### config.mk
export PLATFORM = sky130hd
export DESIGN_NAME = twp_place
export DESIGN_NICKNAME = d
export VERILOG_FILES = /design/src/rtl/twp_pkg.sv /design/src/rtl/twp_place.sv
export SDC_FILE = /design/constraint.sdc
export NUM_CORES = 1
export LEC_CHECK = 0
export BUFFER_PORTS_ARGS = -buffer_cell sky130_fd_sc_hd__buf_4
export CAP_MARGIN = 15
export CORE_ASPECT_RATIO = 0.6
export CORE_MARGIN = 2
export CORE_UTILIZATION = 40
export DETAILED_ROUTE_END_ITERATION = 8
export PLACE_DENSITY = 0.63
export SLEW_MARGIN = 30
export SYNTH_ARGS = -nofsm -noshare
export SYNTH_HDL_FRONTEND = slang
export SYNTH_SLANG_ARGS = --single-unit
### constraint.sdc
create_clock -name vclk -period 15.44
set_input_delay 3.088 -clock vclk [all_inputs]
set_output_delay 3.088 -clock vclk [all_outputs]
set_load 0.05 [all_outputs]
### src/rtl/twp_pkg.sv
package twp_pkg;

   // sizing of the block
   localparam int MAX_ITEMS   = 32;
   localparam int MAX_DIFF    = 64;
   localparam int WEIGHT_BITS = 10;
   localparam int BINS        = 3;

   // derived widths
   localparam int DIFF_BITS   = $clog2(MAX_DIFF);
   localparam int LAYER_BITS  = $clog2(MAX_ITEMS + 1);
   localparam int ITEM_AW     = (MAX_ITEMS > 1) ? $clog2(MAX_ITEMS) : 1;
   localparam int VAL_BITS    = WEIGHT_BITS + DIFF_BITS + 1;
   localparam int LINK_BITS   = 2 * DIFF_BITS + 2;
   localparam int REACH_DEPTH = (MAX_ITEMS + 1) * MAX_DIFF;
   localparam int REACH_AW    = $clog2(REACH_DEPTH);
   localparam int LINK_DEPTH  = (MAX_ITEMS + 1) * MAX_DIFF * MAX_DIFF;
   localparam int LINK_AW     = $clog2(LINK_DEPTH);

   // fixed result field widths
   localparam int INDEX_BITS  = 5;
   localparam int GROUP_BITS  = 2;
   localparam int SPREAD_BITS = 7;

   typedef logic [1:0] slot_type;

   localparam slot_type SLOT_LAST = 2'd2;

   // outcome of placing one item into one bin of a gap pair
   typedef struct packed {
      logic [DIFF_BITS-1:0]    n1;
      logic [DIFF_BITS-1:0]    n2;
      logic                    ok;
      slot_type                home;
      slot_type [BINS-1:0]     rank;
   } place_type;

endpackage

### src/rtl/twp_place.sv
module twp_place import twp_pkg::*; (
   input  logic [DIFF_BITS-1:0]   d1,
   input  logic [DIFF_BITS-1:0]   d2,
   input  slot_type               slot,
   input  logic [WEIGHT_BITS-1:0] weight,
   output place_type              res
);

   // add the weight to one sorted bin, re-rank stably and take the new gaps
   always_comb begin
      logic [VAL_BITS-1:0] v [BINS];
      logic [VAL_BITS-1:0] s [BINS];
      slot_type            r [BINS];
      slot_type            p_eff;
      logic [VAL_BITS-1:0] g1;
      logic [VAL_BITS-1:0] g2;

      p_eff = (slot > SLOT_LAST) ? 2'd0 : slot;
      v[0] = '0;
      v[1] = VAL_BITS'(d1);
      v[2] = VAL_BITS'(d1) + VAL_BITS'(d2);
      v[p_eff] = v[p_eff] + VAL_BITS'(weight);

      for (int j = 0; j < BINS; j++) begin
         r[j] = '0;
         for (int k = 0; k < BINS; k++) begin
            if (v[k] < v[j] || (v[k] == v[j] && k < j)) begin
               r[j] = r[j] + 2'd1;
            end
         end
      end

      for (int j = 0; j < BINS; j++) begin
         s[j] = '0;
      end
      for (int j = 0; j < BINS; j++) begin
         s[r[j]] = v[j];
      end

      g1 = s[1] - s[0];
      g2 = s[2] - s[1];

      res.ok   = (g1 < VAL_BITS'(MAX_DIFF)) && (g2 < VAL_BITS'(MAX_DIFF));
      res.n1   = g1[DIFF_BITS-1:0];
      res.n2   = g2[DIFF_BITS-1:0];
      res.home = r[p_eff];
      for (int j = 0; j < BINS; j++) begin
         res.rank[j] = r[j];
      end
   end

endmodule

**Yosys cells after proc, flatten, opt, wreduce, memory -nomap -nowiden**

Index checks and enable logic that the tools add are counted.

- Add/sub/neg operators: 10
- Multipliers: 0
- Div/mod/pow operators: 0
- $lt $le $gt $ge: 20
- Eq/ne operators: 3
- Shift operators: 0
- Multiplexer cells: 27
- Bitwise operators: 5
- Reduce and logical (&&, ||, !) cells: 8

Operator list:

| cell | count |
|---|---|
| $bwmux W51 | 3 |
| $lt A17 B17 Y1 | 9 |
| $demux W17 S2 | 4 |
| $mux W17 | 6 |
| $and A51 B51 Y51 | 1 |
| $eq A17 B17 Y1 | 3 |
| $bmux W17 S2 | 1 |
| $lt A17 B7 Y1 const B | 2 |
| $sub A17 B17 Y17 | 2 |
| $mux W2 | 9 |
| $add A17 B10 Y17 | 1 |
| $ge A3 B3 Y1 const B | 4 |
| $lt A3 B1 Y1 const B | 4 |
| $not A2 Y3 | 4 |
| $add A6 B6 Y7 | 1 |
| $add A1 B1 Y2 const B | 3 |
| $add A2 B1 Y2 const B | 3 |
| $logic_and A1 B1 Y1 | 5 |
| $bmux W2 S2 | 1 |
| $logic_or A1 B1 Y1 | 3 |
| $mux W1 | 3 |
| $gt A2 B2 Y1 const B | 1 |

- Register bits after elaboration: 0
- Bits in latches: 0
- Bits in writable memories: 0
- Bits in read-only memories: 0
- Input bits: 24
- Output and inout port bits: 21
- Word-level logic and storage cells: 73
- Memories kept: 0

**Depth between registers and ports, before layout**

- Depth in word-level cells: 25
- Mapped depth: 37
- Mapped depth without buffers: 36

**Worst setup path before layout**

Ideal clock, no wire load.

- Path type: input to output
- From: input slot[0]
- To: output res[8] (netlist bit)
- Data arrival time: 11,052 ps
- Data required time: 12,352 ps
- Path slack: 1,300 ps
- Stages on the path: 34
- Cells stage by stage: inv_1 ha_1 clkbuf_1 clkbuf_1 nor2b_1 a22o_1 ha_1 fa_1 a21o_1 a21oi_1 o21ai_0 a21oi_1 nand2b_1 xnor2_1 and2_1 ha_1 a21o_1 a21o_1 a21oi_1 a21oi_1 ha_1 clkbuf_1 nand2_1 o21ai_0 a22oi_1 mux2_2 ha_1 a211o_1 o21ai_2 o211ai_1 nor4b_2 o221ai_1 or4_1 a2111oi_2

RTL lines:

| element | line | text |
|---|---|---|
| start: declaration | twp_place.sv:4 | `input slot_type slot,` |
| end: declaration | twp_place.sv:6 | `output place_type res` |

==> key figures <==
Worst setup path
  – Required @ worst endpoint: 12350 ps
  – CP bufs+invs: 2
  – CP Capture Type: output port
  – Crit path max-delay family: compound AO/OA/AOI/OAI gates
  – Max incr delay on CP: 550 ps
  – Worst Setup SP: d1[1]
  – Crit path DAT: 11370 ps
  – WS Path Type: in -> out
  – Crit-path max FO: 12
  – Crit path launch type: input pin
  – Levels on crit path: 34
  – Slowest CP cell: or4_1
  – Crit path capture: res[8]

Die
  – Top Ports: 45
  – Core box area: 8460 sq um
  – FP Rows: 26
  – Die X: 124 um
  – Die height: 76.2 um
  – Starting density of the core: 0.411
  – Die area: 9470 sq um

STA
  – Final Cycle Share: 0.936
  – Pins Over Slew Limit: 0
  – Crit path time final: 14450 ps
  – Hold Violations, Final: 0
  – Final setup violation count: 0
  – Fin Setup TNS: 0 ps
  – Slew margin rel.: 0.470
  – Worst-Margin Slew: 795 ps
  – Unrepaired setup endpoints after global routing: false
  – Fmax: 0.0692 GHz
  – Final worst slack: 985 ps

GRT
  – Largest net degree at the start of global routing: 21
  – GRT Residual Overflow: 0
  – Gr usage total: 0.221
  – Number of global-route vias before repair: 3591
  – Initial antenna violation count: 0
  – First-pass GRT wire length: 17.9 mm

Synthesis
  – Syn_nets: 608
  – Sequential share of the synthesized area: 0
  – Mapped Avg Cell Area: 6.94 sq um
  – Area contributors post-synth: ha_1 28%, nand2_1 6.8%, o21ai_0 6.8%
  – Netlist Area Pre-Place: 3470 sq um
  – Netlist cell types: 54
  – Post-synth top area cell: ha_1
  – Post-synthesis instance total: 501
  – Ys Warns: 0
  – Yosys top cell area share: 0.284

Route
  – Vias after detailed routing: 3694
  – Drt wl/cell: 16.3 um
  – # DRC: 0
  – Post-Route WL: 10.5 mm
  – Avg Vias per Cell: 5.73
  – 1st-iter DRT viols: 326
  – Post-route ant nets: 0
  – Pre-Repair DR Iteration Count: 5

Finish
  – Multi-input gate area: 3300 sq um
  – Core Util, Final: 0.462
  – FILL cells: 883
  – Area Growth Syn to Fin: 12.5%
  – Post-route cell area: 3910 sq um
  – Ant diodes: 0
  – Layout Nets: 642
  – FFs & Latches: 0
  – Layout cell share with drive strength beyond 1: 0.120
  – Clk_buf instances: 0
  – Area taken by flip-flops and latches: 0 sq um

Place
  – Detailed-placement wirelength estimate: 8.82 mm
  – Port Buf Inserts: 45
  – Worst slack, placed: 1070 ps
  – Gp weighted congestion: 0.951
  – Dpl cell area: 3910 sq um

Job
  – Number of max-cap violations: 0

CTS
  – Postcts setup bufs: 0
  – # hold bufs at CTS: 0
  – Resized Gates After CTS: 0

Outcome
  – Run status: finished, final reports clean

Min path
  – HP Class: in -> out
  – WHS Path Cells: 4
worst min-delay path: cells and delay by family:
family,cells,cell delay (ps)
fa+ha+maj,1,250
buf+inv,2,280
compound gates,1,130
area by class of cell:
type,instances,area share
Multi-Input combinational cell,454,0.844
Timing Repair Buffer,46,0.0884
Tap cell,112,0.0359
Inverter,33,0.0317
worst min-delay path by stage:
stage | start | end | slack (ps)
after floorplan | d1[0] | res[15] | 6840
after CTS | slot[0] | res[6] | 6840
after detailed placement | slot[0] | res[6] | 6840
final | slot[0] | res[6] | 6840
after global routing | slot[0] | res[6] | 6880
after global placement | slot[0] | res[6] | 6820
cell usage after synthesis (all sizes together), types with 3 or more instances:
cell type  count
a21boi         3
o211ai         5
nor2b         15
mux2           9
o31a           3
a21oi         40
fa             4
nor3          12
a22oi          3
nand3          8
o31ai          4
ha            79
a21o           7
nor3b          3
a22o           3
o21ai         48
nor2          33
inv           33
clkbuf        13
o21a          15
nand4          6
a221oi         5
and2          18
mux2i          9
or3            4
nand2         63
xnor2         11
or2            3
xor2           8
nand2b         7
through the flow:
stage                     std cells  hold slack, ps
after floorplan                 501            6840
after global placement          645            6820
after detailed placement        645            6840
after CTS                       645            6840
after global routing            645            6880
final                           645            6840
kinds of logic after synthesis:
group | share of synthesized area
buffers and inverters | 0.0508
muxes | 0.0551
adders and majority gates | 0.308
AOI/OAI and AO/OA | 0.285
and+or+nand+nor | 0.254
xor gates and xnor gates | 0.0479
layout by cell type (no fill, tap or decap), types with 2 or more instances in the layout:
master / instances
and2_1: 17
o31ai_1: 4
o21a_1: 15
a22oi_1: 3
or2_2: 3
a21oi_1: 40
xnor2_1: 11
nand2b_1: 7
mux2i_1: 9
a22o_1: 3
a21boi_0: 3
nor2b_1: 15
o211a_1: 2
fa_1: 4
o211ai_1: 5
nor2_1: 33
nor3_1: 12
buf_4: 46
nand3_1: 8
o31a_1: 3
mux2_2: 9
nand2_1: 63
nand4_1: 6
a21o_1: 7
nor4_1: 2
nor3b_1: 3
or4_1: 2
xor2_1: 8
or3_1: 4
o21ai_0: 47
a221o_1: 2
inv_1: 33
o21bai_1: 2
ha_1: 79
a221oi_1: 5
routing by layer:
layer | track usage | vias to the layer above | part of all wire
met4 | 0.0191 | 0 | 0.0041
met2 | 0.336 | 119 | 0.39
met1 | 0.348 | 1679 | 0.54
li1 | - | 1892 | -
met5 | 0 | - | 0
met3 | 0.0154 | 4 | 0.069
Power is not shown: default switching activity piles up to over one toggle a cycle in this logic, so the estimate is an artifact.
